===== config.mk =====
export PLATFORM = sky130hd
export DESIGN_NAME = bitmap_chunk_allocator
export DESIGN_NICKNAME = d
export VERILOG_FILES = /design/src/rtl/core/bca_pkg.sv /design/src/rtl/core/bitmap_chunk_allocator.sv /design/src/rtl/core/bca_map_ram.sv /design/src/rtl/core/bca_slot_find.sv
export SDC_FILE = /design/constraint.sdc
export NUM_CORES = 1
export LEC_CHECK = 0
export ABC_CLOCK_PERIOD_IN_PS = 7500
export BUFFER_PORTS_ARGS = -buffer_cell sky130_fd_sc_hd__clkbuf_2
export CAP_MARGIN = 30
export CORE_UTILIZATION = 60
export DETAILED_ROUTE_END_ITERATION = 6
export MAX_ROUTING_LAYER = met4
export PLACE_DENSITY = 0.78
export SLEW_MARGIN = 20
export SYNTH_ARGS = -nofsm -noshare
export SYNTH_HDL_FRONTEND = slang
export SYNTH_SLANG_ARGS = --single-unit

===== constraint.sdc =====
create_clock -name clock -period 7.5 [get_ports clock]
set_input_delay 0.375 -clock clock [delete_from_list [all_inputs] [get_ports clock]]
set_output_delay 0.375 -clock clock [all_outputs]
set_load 0.05 [all_outputs]

===== src/rtl/core/bca_pkg.sv =====
// Shared types and constants for the bitmap chunk allocator.
// Used by bitmap_chunk_allocator and the testbench; depends on nothing.
`default_nettype none

package bca_pkg;

   // Fixed field widths of the command and result items.
   localparam int IDX_W     = 8;
   localparam int USED_W    = 9;
   localparam int CHUNK_W   = 16;
   localparam int ADDR_W    = 32;
   localparam int PROD_W    = IDX_W + CHUNK_W;
   localparam int INDEX_CAP = 256;

   // Configuration port.
   localparam int CSR_IDX_W     = 1;
   localparam int CSR_DATA_W    = 32;
   localparam int CHUNK_SIZE_RST = 16;

   // Default pool geometry.
   localparam int DEF_GROUPS = 8;
   localparam int DEF_SLOTS  = 32;

   typedef enum logic [1:0] {
      STATUS_OK    = 2'd0,
      STATUS_FULL  = 2'd1,
      STATUS_RANGE = 2'd2
   } status_type;

   typedef enum logic {
      CMD_ALLOC = 1'b0,
      CMD_FREE  = 1'b1
   } cmd_type;

   typedef enum logic [CSR_IDX_W-1:0] {
      CSR_CHUNK_SIZE = 1'b0,
      CSR_BASE_ADDR  = 1'b1
   } csr_type;

   typedef enum logic [1:0] {
      ST_IDLE,
      ST_SCAN,
      ST_MUL,
      ST_ADD
   } state_type;

endpackage

`default_nettype wire


===== src/rtl/core/bitmap_chunk_allocator.sv =====
// Top level of the bitmap chunk allocator: sequencer, scan datapath and config registers.
// Depends on bca_pkg, bca_map_ram and bca_slot_find.
`default_nettype none

// A command item is taken when start is high and busy is low; busy stays high until the
// result strobe. An allocate walks the group maps one group per cycle from group 0, reading
// up to GROUPS groups (8 by default); when it finds a free slot it passes through ST_MUL and
// ST_ADD before rsp_valid, and when every group is full it goes from ST_SCAN to ST_ADD. The
// map memory's single read port sets that pace. A free walks the groups the same way until it
// reaches the group holding the index, then goes to ST_ADD, and a free with an index beyond
// the pool goes straight from ST_IDLE to ST_ADD. The result is presented for exactly one
// cycle on rsp_valid and cannot be held off, so the receiver must capture it then. A new
// command may be issued in the cycle the result is shown. Configuration writes are always
// accepted (csr_ready is tied high) and must only be made while busy is low.
module bitmap_chunk_allocator #(
   parameter int GROUPS          = bca_pkg::DEF_GROUPS,
   parameter int SLOTS_PER_GROUP = bca_pkg::DEF_SLOTS
) (
   input  wire logic                              clock,
   input  wire logic                              reset,
   // Command channel
   input  wire logic                              start,
   output logic                                   busy,
   input  wire logic                              req_cmd,
   input  wire logic [bca_pkg::IDX_W-1:0]         req_free_index,
   // Result channel
   output logic                                   rsp_valid,
   output logic      [1:0]                        rsp_status,
   output logic      [bca_pkg::IDX_W-1:0]         rsp_chunk_index,
   output logic      [bca_pkg::ADDR_W-1:0]        rsp_chunk_addr,
   output logic      [bca_pkg::USED_W-1:0]        rsp_used_count,
   // Configuration channel
   input  wire logic                              csr_valid,
   output logic                                   csr_ready,
   input  wire logic [bca_pkg::CSR_IDX_W-1:0]     csr_index,
   input  wire logic [bca_pkg::CSR_DATA_W-1:0]    csr_wdata
);

   localparam int IDX_W  = bca_pkg::IDX_W;
   localparam int USED_W = bca_pkg::USED_W;
   localparam int ADDR_W = bca_pkg::ADDR_W;
   localparam int PROD_W = bca_pkg::PROD_W;
   localparam int POOL   = (GROUPS * SLOTS_PER_GROUP < bca_pkg::INDEX_CAP) ?
                           GROUPS * SLOTS_PER_GROUP : bca_pkg::INDEX_CAP;
   localparam int GW     = (GROUPS > 1) ? $clog2(GROUPS) : 1;
   localparam int SW     = $clog2(SLOTS_PER_GROUP);
   localparam int SUM_W  = $clog2(bca_pkg::INDEX_CAP + SLOTS_PER_GROUP) + 1;

   bca_pkg::state_type state_ff, state_in;

   logic                          cmd_ff, cmd_in;
   logic [IDX_W-1:0]              fidx_ff, fidx_in;
   logic [GW-1:0]                 g_ff, g_in;
   logic [IDX_W-1:0]              base_ff, base_in;
   logic [IDX_W-1:0]              idx_ff, idx_in;
   bca_pkg::status_type           status_ff, status_in;
   logic                          ok_ff, ok_in;
   logic [PROD_W-1:0]             prod_ff, prod_in;
   logic [USED_W-1:0]             used_ff, used_in;
   logic [bca_pkg::CHUNK_W-1:0]   chunk_size_ff;
   logic [ADDR_W-1:0]             base_addr_ff;

   logic                          rsp_valid_ff, rsp_valid_in;
   bca_pkg::status_type           rsp_status_ff, rsp_status_in;
   logic [IDX_W-1:0]              rsp_index_ff, rsp_index_in;
   logic [ADDR_W-1:0]             rsp_addr_ff, rsp_addr_in;
   logic [USED_W-1:0]             rsp_used_ff, rsp_used_in;

   logic [SLOTS_PER_GROUP-1:0]    row;
   logic [SLOTS_PER_GROUP-1:0]    pad_mask;
   logic [SLOTS_PER_GROUP-1:0]    row_eff;
   logic [SLOTS_PER_GROUP-1:0]    wr_row;
   logic                          wr_en;
   logic                          found;
   logic [SW-1:0]                 slot;
   logic [SW-1:0]                 free_slot;
   logic [SUM_W-1:0]              base_next;
   logic                          free_hit;
   logic                          free_set;
   logic                          scan_end;
   logic                          free_oor;

   // Occupancy map memory, read at the group the sequencer will look at next.
   bca_map_ram #(
      .DEPTH (GROUPS),
      .WIDTH (SLOTS_PER_GROUP),
      .AW    (GW)
   ) u_map (
      .clock   (clock),
      .reset   (reset),
      .wr_en   (wr_en),
      .wr_addr (g_ff),
      .wr_data (wr_row),
      .rd_addr (g_in),
      .rd_data (row)
   );

   // Slots whose chunk index lies beyond the pool look occupied.
   always_comb begin
      for (int s = 0; s < SLOTS_PER_GROUP; s++) begin
         pad_mask[s] = (SUM_W'(base_ff) + SUM_W'(s)) >= SUM_W'(POOL);
      end
   end

   assign row_eff = row | pad_mask;

   bca_slot_find #(
      .SLOTS (SLOTS_PER_GROUP),
      .SW    (SW)
   ) u_find (
      .row   (row_eff),
      .found (found),
      .slot  (slot)
   );

   // Group window bound shared by both commands, and the compares each command uses.
   assign base_next = SUM_W'(base_ff) + SUM_W'(SLOTS_PER_GROUP);
   assign scan_end  = base_next >= SUM_W'(POOL);
   assign free_hit  = SUM_W'(fidx_ff) < base_next;
   assign free_slot = SW'(fidx_ff - base_ff);
   assign free_set  = row[free_slot];
   assign free_oor  = {1'b0, req_free_index} >= USED_W'(POOL);

   // Row update: set the chosen slot on allocate, clear the named slot on free.
   always_comb begin
      if (cmd_ff == bca_pkg::CMD_ALLOC) begin
         wr_row = row | (SLOTS_PER_GROUP'(1) << slot);
         wr_en  = (state_ff == bca_pkg::ST_SCAN) && found;
      end else begin
         wr_row = row & ~(SLOTS_PER_GROUP'(1) << free_slot);
         wr_en  = (state_ff == bca_pkg::ST_SCAN) && free_hit && free_set;
      end
   end

   // Next state.
   always_comb begin
      state_in = state_ff;
      unique case (state_ff)
         bca_pkg::ST_IDLE: begin
            if (start) begin
               if ((req_cmd == bca_pkg::CMD_FREE) && free_oor) begin
                  state_in = bca_pkg::ST_ADD;
               end else begin
                  state_in = bca_pkg::ST_SCAN;
               end
            end
         end
         bca_pkg::ST_SCAN: begin
            if (cmd_ff == bca_pkg::CMD_ALLOC) begin
               if (found) begin
                  state_in = bca_pkg::ST_MUL;
               end else if (scan_end) begin
                  state_in = bca_pkg::ST_ADD;
               end
            end else if (free_hit) begin
               state_in = bca_pkg::ST_ADD;
            end
         end
         bca_pkg::ST_MUL: state_in = bca_pkg::ST_ADD;
         bca_pkg::ST_ADD: state_in = bca_pkg::ST_IDLE;
         default:         state_in = bca_pkg::ST_IDLE;
      endcase
   end

   // Datapath controls per state.
   always_comb begin
      cmd_in        = cmd_ff;
      fidx_in       = fidx_ff;
      g_in          = '0;
      base_in       = base_ff;
      idx_in        = idx_ff;
      status_in     = status_ff;
      ok_in         = ok_ff;
      prod_in       = prod_ff;
      used_in       = used_ff;
      rsp_valid_in  = 1'b0;
      rsp_status_in = rsp_status_ff;
      rsp_index_in  = rsp_index_ff;
      rsp_addr_in   = rsp_addr_ff;
      rsp_used_in   = rsp_used_ff;
      unique case (state_ff)
         bca_pkg::ST_IDLE: begin
            if (start) begin
               cmd_in  = req_cmd;
               fidx_in = req_free_index;
               base_in = '0;
               idx_in  = '0;
               ok_in   = 1'b0;
               if ((req_cmd == bca_pkg::CMD_FREE) && free_oor) begin
                  status_in = bca_pkg::STATUS_RANGE;
               end else begin
                  status_in = bca_pkg::STATUS_OK;
               end
            end
         end
         bca_pkg::ST_SCAN: begin
            if (cmd_ff == bca_pkg::CMD_ALLOC) begin
               if (found) begin
                  idx_in  = IDX_W'(base_ff + IDX_W'(slot));
                  ok_in   = 1'b1;
                  used_in = USED_W'(used_ff + USED_W'(1));
               end else if (scan_end) begin
                  status_in = bca_pkg::STATUS_FULL;
               end else begin
                  g_in    = GW'(g_ff + GW'(1));
                  base_in = IDX_W'(base_next);
               end
            end else if (free_hit) begin
               if (free_set && (used_ff != '0)) begin
                  used_in = USED_W'(used_ff - USED_W'(1));
               end
            end else begin
               g_in    = GW'(g_ff + GW'(1));
               base_in = IDX_W'(base_next);
            end
         end
         bca_pkg::ST_MUL: begin
            prod_in = PROD_W'(idx_ff) * PROD_W'(chunk_size_ff);
         end
         bca_pkg::ST_ADD: begin
            rsp_valid_in  = 1'b1;
            rsp_status_in = status_ff;
            rsp_index_in  = ok_ff ? idx_ff : '0;
            rsp_addr_in   = ok_ff ? (base_addr_ff + ADDR_W'(prod_ff)) : '0;
            rsp_used_in   = used_ff;
         end
         default: begin
         end
      endcase
   end

   // Control registers.
   always_ff @(posedge clock) begin
      if (reset) begin
         state_ff     <= bca_pkg::ST_IDLE;
         used_ff      <= '0;
         rsp_valid_ff <= 1'b0;
      end else begin
         state_ff     <= state_in;
         used_ff      <= used_in;
         rsp_valid_ff <= rsp_valid_in;
      end
   end

   // Payload registers.
   always_ff @(posedge clock) begin
      cmd_ff        <= cmd_in;
      fidx_ff       <= fidx_in;
      g_ff          <= g_in;
      base_ff       <= base_in;
      idx_ff        <= idx_in;
      status_ff     <= status_in;
      ok_ff         <= ok_in;
      prod_ff       <= prod_in;
      rsp_status_ff <= rsp_status_in;
      rsp_index_ff  <= rsp_index_in;
      rsp_addr_ff   <= rsp_addr_in;
      rsp_used_ff   <= rsp_used_in;
   end

   // Configuration registers.
   always_ff @(posedge clock) begin
      if (reset) begin
         chunk_size_ff <= bca_pkg::CHUNK_W'(bca_pkg::CHUNK_SIZE_RST);
         base_addr_ff  <= '0;
      end else if (csr_valid) begin
         unique case (bca_pkg::csr_type'(csr_index))
            bca_pkg::CSR_CHUNK_SIZE: chunk_size_ff <= csr_wdata[bca_pkg::CHUNK_W-1:0];
            bca_pkg::CSR_BASE_ADDR:  base_addr_ff  <= csr_wdata[ADDR_W-1:0];
            default: begin
            end
         endcase
      end
   end

   assign csr_ready       = 1'b1;
   assign busy            = (state_ff != bca_pkg::ST_IDLE);
   assign rsp_valid       = rsp_valid_ff;
   assign rsp_status      = rsp_status_ff;
   assign rsp_chunk_index = rsp_index_ff;
   assign rsp_chunk_addr  = rsp_addr_ff;
   assign rsp_used_count  = rsp_used_ff;

endmodule

`default_nettype wire


===== src/rtl/core/bca_map_ram.sv =====
// Occupancy map memory: one row per group, one bit per slot.
// Rows carry valid bits so that a row never written reads as all free; depends on nothing.
`default_nettype none

module bca_map_ram #(
   parameter int DEPTH = 8,
   parameter int WIDTH = 32,
   parameter int AW    = 3
) (
   input  wire logic             clock,
   input  wire logic             reset,
   input  wire logic             wr_en,
   input  wire logic [AW-1:0]    wr_addr,
   input  wire logic [WIDTH-1:0] wr_data,
   input  wire logic [AW-1:0]    rd_addr,
   output logic      [WIDTH-1:0] rd_data
);

   logic [WIDTH-1:0] mem [DEPTH];
   logic [DEPTH-1:0] row_valid_ff;
   logic [WIDTH-1:0] rd_q_ff;
   logic             rd_valid_ff;

   // Row storage and registered read.
   always_ff @(posedge clock) begin
      if (wr_en) begin
         mem[wr_addr] <= wr_data;
      end
      rd_q_ff <= mem[rd_addr];
   end

   // Valid bits clear at reset so the whole pool starts free.
   always_ff @(posedge clock) begin
      if (reset) begin
         row_valid_ff <= '0;
         rd_valid_ff  <= 1'b0;
      end else begin
         if (wr_en) begin
            row_valid_ff[wr_addr] <= 1'b1;
         end
         rd_valid_ff <= row_valid_ff[rd_addr];
      end
   end

   assign rd_data = rd_valid_ff ? rd_q_ff : '0;

endmodule

`default_nettype wire


===== src/rtl/core/bca_slot_find.sv =====
// Lowest-free-slot search over one occupancy row.
// Pure combinational priority encoder; no package dependencies.
`default_nettype none

module bca_slot_find #(
   parameter int SLOTS = 32,
   parameter int SW    = 5
) (
   input  wire logic [SLOTS-1:0] row,
   output logic                  found,
   output logic      [SW-1:0]    slot
);

   // Scan from the top so the lowest clear bit wins.
   always_comb begin
      found = ~&row;
      slot  = '0;
      for (int i = SLOTS - 1; i >= 0; i--) begin
         if (!row[i]) begin
            slot = SW'(i);
         end
      end
   end

endmodule

`default_nettype wire


---- Yosys cells after proc, flatten, opt, wreduce, memory -nomap -nowiden ----
Memories as Yosys holds them, arrays and structs flattened. A register that Yosys moved wholly into a read port is not among the register bits.
Index checks and enable logic that the tools add are counted.
storage, ports and cells
  register bits ........................... 175
  RAM bits ................................ 256
  input bits .............................. 46
  output and inout bits ................... 54
  word-level logic and storage cells ...... 217
  memories ................................ 1
memory list
  name       words  width  rd ports  clocked after memory_dff  wr ports  line               text
  u_map.mem  8      32     1         1                         1         bca_map_ram.sv:19  logic [WIDTH-1:0] mem [DEPTH];
cells by class
  add/subtract/negate cells ............... 38
  $mul .................................... 1
  $lt $le $gt $ge ......................... 38
  equality and inequality tests ........... 16
  shifts and indexed selects .............. 2
  mux-type cells .......................... 77
  bitwise logic cells ..................... 6
  reductions and logical operators ........ 19
operators by type and width
  operator                                                             count
  9-bit >= comparator (second input constant)                          32
  5-bit 2-to-1 mux                                                     32
  8-bit by 5-bit adder with 9-bit output (second input constant)       16
  8-bit by 4-bit adder with 9-bit output (second input constant)       8
  32-bit 2-to-1 mux                                                    2
  32-bit OR                                                            2
  1-bit by 5-bit left shift with 32-bit output (first input constant)  2
  8-bit 2-to-1 mux                                                     7
  8-bit by 3-bit adder with 9-bit output (second input constant)       4
  9-bit 2-to-1 mux                                                     4
  32-bit by 24-bit adder with 32-bit output                            1
  32-bit bitwise AND                                                   1
  32-bit inverter                                                      1
  8-bit case mux with 2 select lines                                   2
  32-bit AND reduction                                                 1
  8-bit by 16-bit multiplier with 24-bit output                        1
  8-bit by 2-bit adder with 9-bit output (second input constant)       2
  2-bit 2-to-1 mux                                                     9
  3-bit 2-to-1 mux                                                     5
  1-bit 2-to-1 mux                                                     10
  2-bit != test (second input constant)                                5
  5-bit AND reduction                                                  2
  8-bit by 1-bit adder with 9-bit output (second input constant)       1
  8-bit by 6-bit adder with 9-bit output (second input constant)       1
  other kinds (32)                                                     46

---- Depth between registers and ports, before layout ----
  depth after elaboration ................. 39
  depth in mapped cells ................... 20
  mapped depth without buffers ............ 19

---- By module ----
Synthesis repeated with hierarchy kept, for this count alone.
unflattened totals
  cell total of the unflattened synthesis .. 1,860
  area, all modules ....................... 23,670.2 µm²
by module, submodules not included
  module                  times used  cells each  area each (µm²)  sequential area each (µm²)
  bitmap_chunk_allocator  1           1,316       12,428.2         4,144.0
  bca_map_ram             1           478         10,849.2         8,508.2
  bca_slot_find           1           66          392.9            0.0

---- Worst setup path after synthesis ----
OpenSTA, ideal clock, no wires.
  kind .................................... flip-flop to flip-flop
  start point ............................. register idx_ff[7]
  end point ............................... register prod_ff[22] (data pin)
  library setup time ...................... 0.258 ns
  arrival time ............................ 5.030 ns
  required time ........................... 7.242 ns
  slack ................................... 2.213 ns
  cell stages (with the launch flop) ...... 18
  path buffers ............................ 1
  period minus slack after synthesis ...... 5.287 ns
  cells stage by stage .................... edfxtp_1 > clkbuf_1 > nand2_1 > fa_1 > inv_1 > fa_1 > fa_1 > fa_1 > ha_1 > a21o_1 > a21o_1 > or3_1 > a31oi_1 > o31ai_1 > or4_1 > a31o_2 > a21oi_1 > xnor2_1
between the ends
  word-level cells in the longest chain between the ends .. 1
ends and longest elaborated chain
  element                                        line                           text
  from (decl)                                    bitmap_chunk_allocator.sv:55   logic [IDX_W-1:0] idx_ff, idx_in;
  from (signal assigned)                         bitmap_chunk_allocator.sv:251  idx_ff <= idx_in;
  8-bit by 16-bit multiplier with 24-bit output  bitmap_chunk_allocator.sv:218  prod_in = PROD_W'(idx_ff) * PROD_W'(chunk_size_ff);
  to (signal assigned)                           bitmap_chunk_allocator.sv:254  prod_ff <= prod_in;
  to (decl)                                      bitmap_chunk_allocator.sv:58   logic [PROD_W-1:0] prod_ff, prod_in;
Every way passes these cells.
A chain may end at the register's enable or synchronous reset.

---- Worst setup path in the final report ----
  start point ............................. register idx_ff[6]
  end point ............................... register prod_ff[22] (data pin)
The elaborated chain is that of the path after synthesis.

==> impl_metrics.yaml <==
outcome:
  outcome: "finished clean"
timing:
  fin_tns_setup_ns: 0
  setup_viol: 0
  period_minus_slack_ns: 5.70
  rsz0062_at_grt: "no"
  whs_ns: 0.0397
  hold_viol: 0
  max-slew-margin-rel_pct: 37.7
  fin_crit_sh_pct: 76.0
  fmax_ghz: 0.176
  skew_ns: 0.0188
  tightestPinTransition_ns: 0.925
  finalMaxSlewViolations: 0
global_route:
  grt_pass1_vias: 15700
  grt_max_degree: 72
  grt_pass1_wl_um: 83300
  grt_overflow: 0
  grt_usage_pct: 27.4
  antenna_found_initial: 0
routing:
  via_per_inst: 5.89
  routedWlPerCell_um: 20.1
  vias: 15300
  drt_iter0_markers: 1057
  finalWirelength_um: 52000
  remaining_drc_errors: 0
  drt_first_pass_iters: 6
  ant_nets: 0
clocking:
  numCtsBuffers: 46
  insertion_delay_ns: 0.58
  ctsResizeCount: 0
  htreeDepth: 2
  cts.root.buffer_cell: "clkbuf_16"
  cts.sink_count: 456
  clk_pin_slew_ns: 0.06
  clk_path_buf_depth: 3
  cts_tree: "built"
setup_path:
  cp-end-kind: "flop"
  cp_data_required_time_ns: 7.83
  max_stage_delay_ns: 0.71
  worst-path-max-fanout: 17
  cp_common_cell: "fa_1"
  crit_path_start: "idx_ff[6]"
  reg2reg_depth: 16
  reg2reg_from: "idx_ff[6]"
  rrSetupSlack_ns: 1.80
  rr_endpoint: "prod_ff[22]"
  cpMaxStageDelayCell: "edfxtp_1"
  critPathKind: "reg2reg"
  cp-start-kind: "flop"
  cp.arrival_ns: 6.03
  crit_chain: "nand2_1 > fa_1 > inv_1 > fa_1 > fa_1 > fa_1 > ha_1 > a21o_1 > a21o_1 > or3_1 > a31oi_1 > o31ai_1 > or4_1 > a31o_2 > a21oi_1 > xnor2_1"
yosys:
  netlist_top_cells_area: "edfxtp_1 45%, dfxtp_1 8.8%, fa_1 7.3%, ha_1 4.5%, nand2_1 3.7%"
  avgSynthCellArea_um2: 12.1
  syn_inst: 1942
  async_reset_ff_share_pct: 0
  ys_seq_elements: 456
  synth.distinct_cells: 69
  synth_edf_count: 352
  synth.most_common_cell: "edfxtp_1"
  syn-cell-area_um2: 23600
  synth-main-ff-cell: "edfxtp_1"
  synth.top_cell.area_share_pct: 44.8
  synth_largest_area_cell: "edfxtp_1"
  synth_fp_nets: 2159
  ys_top_cells_by_count: "352 x edfxtp_1, 235 x nand2_1, 128 x inv_1"
  ys_warn_count: 0
  ys_seq_area_share_pct: 53.6
hold_path:
  holdPathStages: 3
  min_from: "csr_wdata[31]"
  holdPathEnd: "base_addr_ff[31]"
  worstHoldPathType: "in2reg"
layout:
  postLayoutCellArea_um2: 26200
  fin_cells: 2594
  final_layout_size_suffix_gt1_share_pct: 13.9
  fin_nets: 2257
  utilization_pct: 67.6
  area_delta_synth_final_pct: 11.0
  diodes: 0
floorplan:
  row_count: 72
  die_h_um: 200
  die-area_um2: 40100
  io-pin-count: 100
  die_w_um: 200
  start_util_pct: 60.9
  core_um2: 38700
place:
  hpwl_um: 35000
  io_buffers: 97
  dpl_cell_area_um2: 24500
  place_inst: 2490
  place_congestion: 0.944
power:
  p_per_area_nw_per_um2: 309
  vdd_ir_drop_max_v: 0.000213
  p_leak_nw: 10.0
job:
  maxCapViolCount: 0
[kinds of logic after synthesis]
kind of cell             synth area share (%)
buffers and inverters                    4.01
multiplexers                             5.98
AO/OA/AOI/OAI                            10.3
flip-flops                               53.6
adder cells (fa/ha/maj)                  11.8
other                                  0.0318
AND/OR/NAND/NOR                          12.4
XOR/XNOR                                 1.82
[critical path: cells and delay by family (launching register included)]
| family | cells | cell delay [ns] |
|---|---|---|
| adder cells (fa/ha/maj) | 5 | 2.46 |
| AO/OA/AOI/OAI | 6 | 1.23 |
| AND/OR/NAND/NOR | 3 | 0.90 |
| buffers and inverters | 1 | 0.06 |
| flip-flops | 1 | 0.71 |
| XOR/XNOR | 1 | 0.08 |
[flip-flops by register name, indices dropped and copies added, names as in the netlist, 2 cells and up]
| register | cells |
|---|---|
| u_map.rd_q_ff | 32 |
| u_map.row_valid_ff | 8 |
| rsp_used_count | 9 |
| u_map.mem | 256 |
| prod_ff | 24 |
| fidx_ff | 8 |
| rsp_chunk_index | 8 |
| base_addr_ff | 32 |
| base_ff | 3 |
| idx_ff | 8 |
| rsp_chunk_addr | 32 |
| used_ff | 9 |
| state_ff | 2 |
| chunk_size_ff | 16 |
| g_ff | 3 |
[power breakdown]
group | switching [mW] | internal (mW)
Clock | 0.941 | 1.31
Sequential | 0.391 | 3.18
Combinational | 1.41 | 0.857
Total | 2.74 | 5.35
[cells in the final DEF, fill, tap and decap left out, types with 13 or more instances in the layout]
master | netlist | layout
edfxtp_1 | 352 | 352
nand2_1 | 235 | 233
inv_1 | 128 | 128
a21oi_1 | 113 | 113
and2_1 | 108 | 108
dfxtp_1 | 104 | 103
nor2_1 | 103 | 97
clkbuf_2 | 0 | 97
fa_1 | 86 | 86
ha_1 | 85 | 84
mux2i_1 | 69 | 69
o21ai_0 | 64 | 64
clkbuf_16 | 0 | 47
xnor2_1 | 35 | 35
nand2b_1 | 33 | 33
nand3_1 | 32 | 32
mux4_2 | 32 | 32
o211ai_1 | 31 | 31
a221oi_2 | 30 | 30
nor2b_1 | 21 | 21
buf_4 | 3 | 20
o22ai_1 | 17 | 17
a21o_1 | 15 | 15
dlygate4sd3_1 | 0 | 15
xor2_1 | 14 | 14
nor3_1 | 16 | 13
clkbuf_1 | 59 | 13
[area by class of cell]
type                       count  area (um2)
clock inverter                23         238
multi-input combinational   1267       10100
tap                          518         648
clock buffer                  61        1240
fill                        2773       12500
inverter                     130         490
timing repair buffer         139         853
sequential                   456       12700
[metrics by stage]
step	setup slack [ns]	total power, mW
2_1_floorplan	2.21	5.20
3_3_place_gp	1.89	5.76
3_5_place_dp	1.82	5.85
4_1_cts	1.78	8.12
5_1_grt	1.42	8.52
6_report	1.80	8.09
[worst max path at each step]
stage | to | slack [ns] | depth (start not counted)
floorplan | prod_ff[22] | 2.21 | 17
global placement | prod_ff[22] | 1.89 | 16
detailed placement | prod_ff[22] | 1.82 | 16
CTS | prod_ff[22] | 1.78 | 16
global route | prod_ff[22] | 1.42 | 16
finish | prod_ff[22] | 1.80 | 16
[what timing repair did]
item | CTS | global route
endpoints found under the hold margin | 15 | 0
buffers inserted | 0 | 0
hold buffers | 15 | 0
setup endpoints to repair | 0 | 0
[per-layer routing]
layer  share of wire [%]  GRT usage [%]  routed length [um]
met1                  41           34.0               21300
met2                  49           46.2               25700
met3                 6.4           3.51                3340
met4                 3.2           10.4                1690
met5                   0              -                   0
Power figures use the tool's default switching activity.
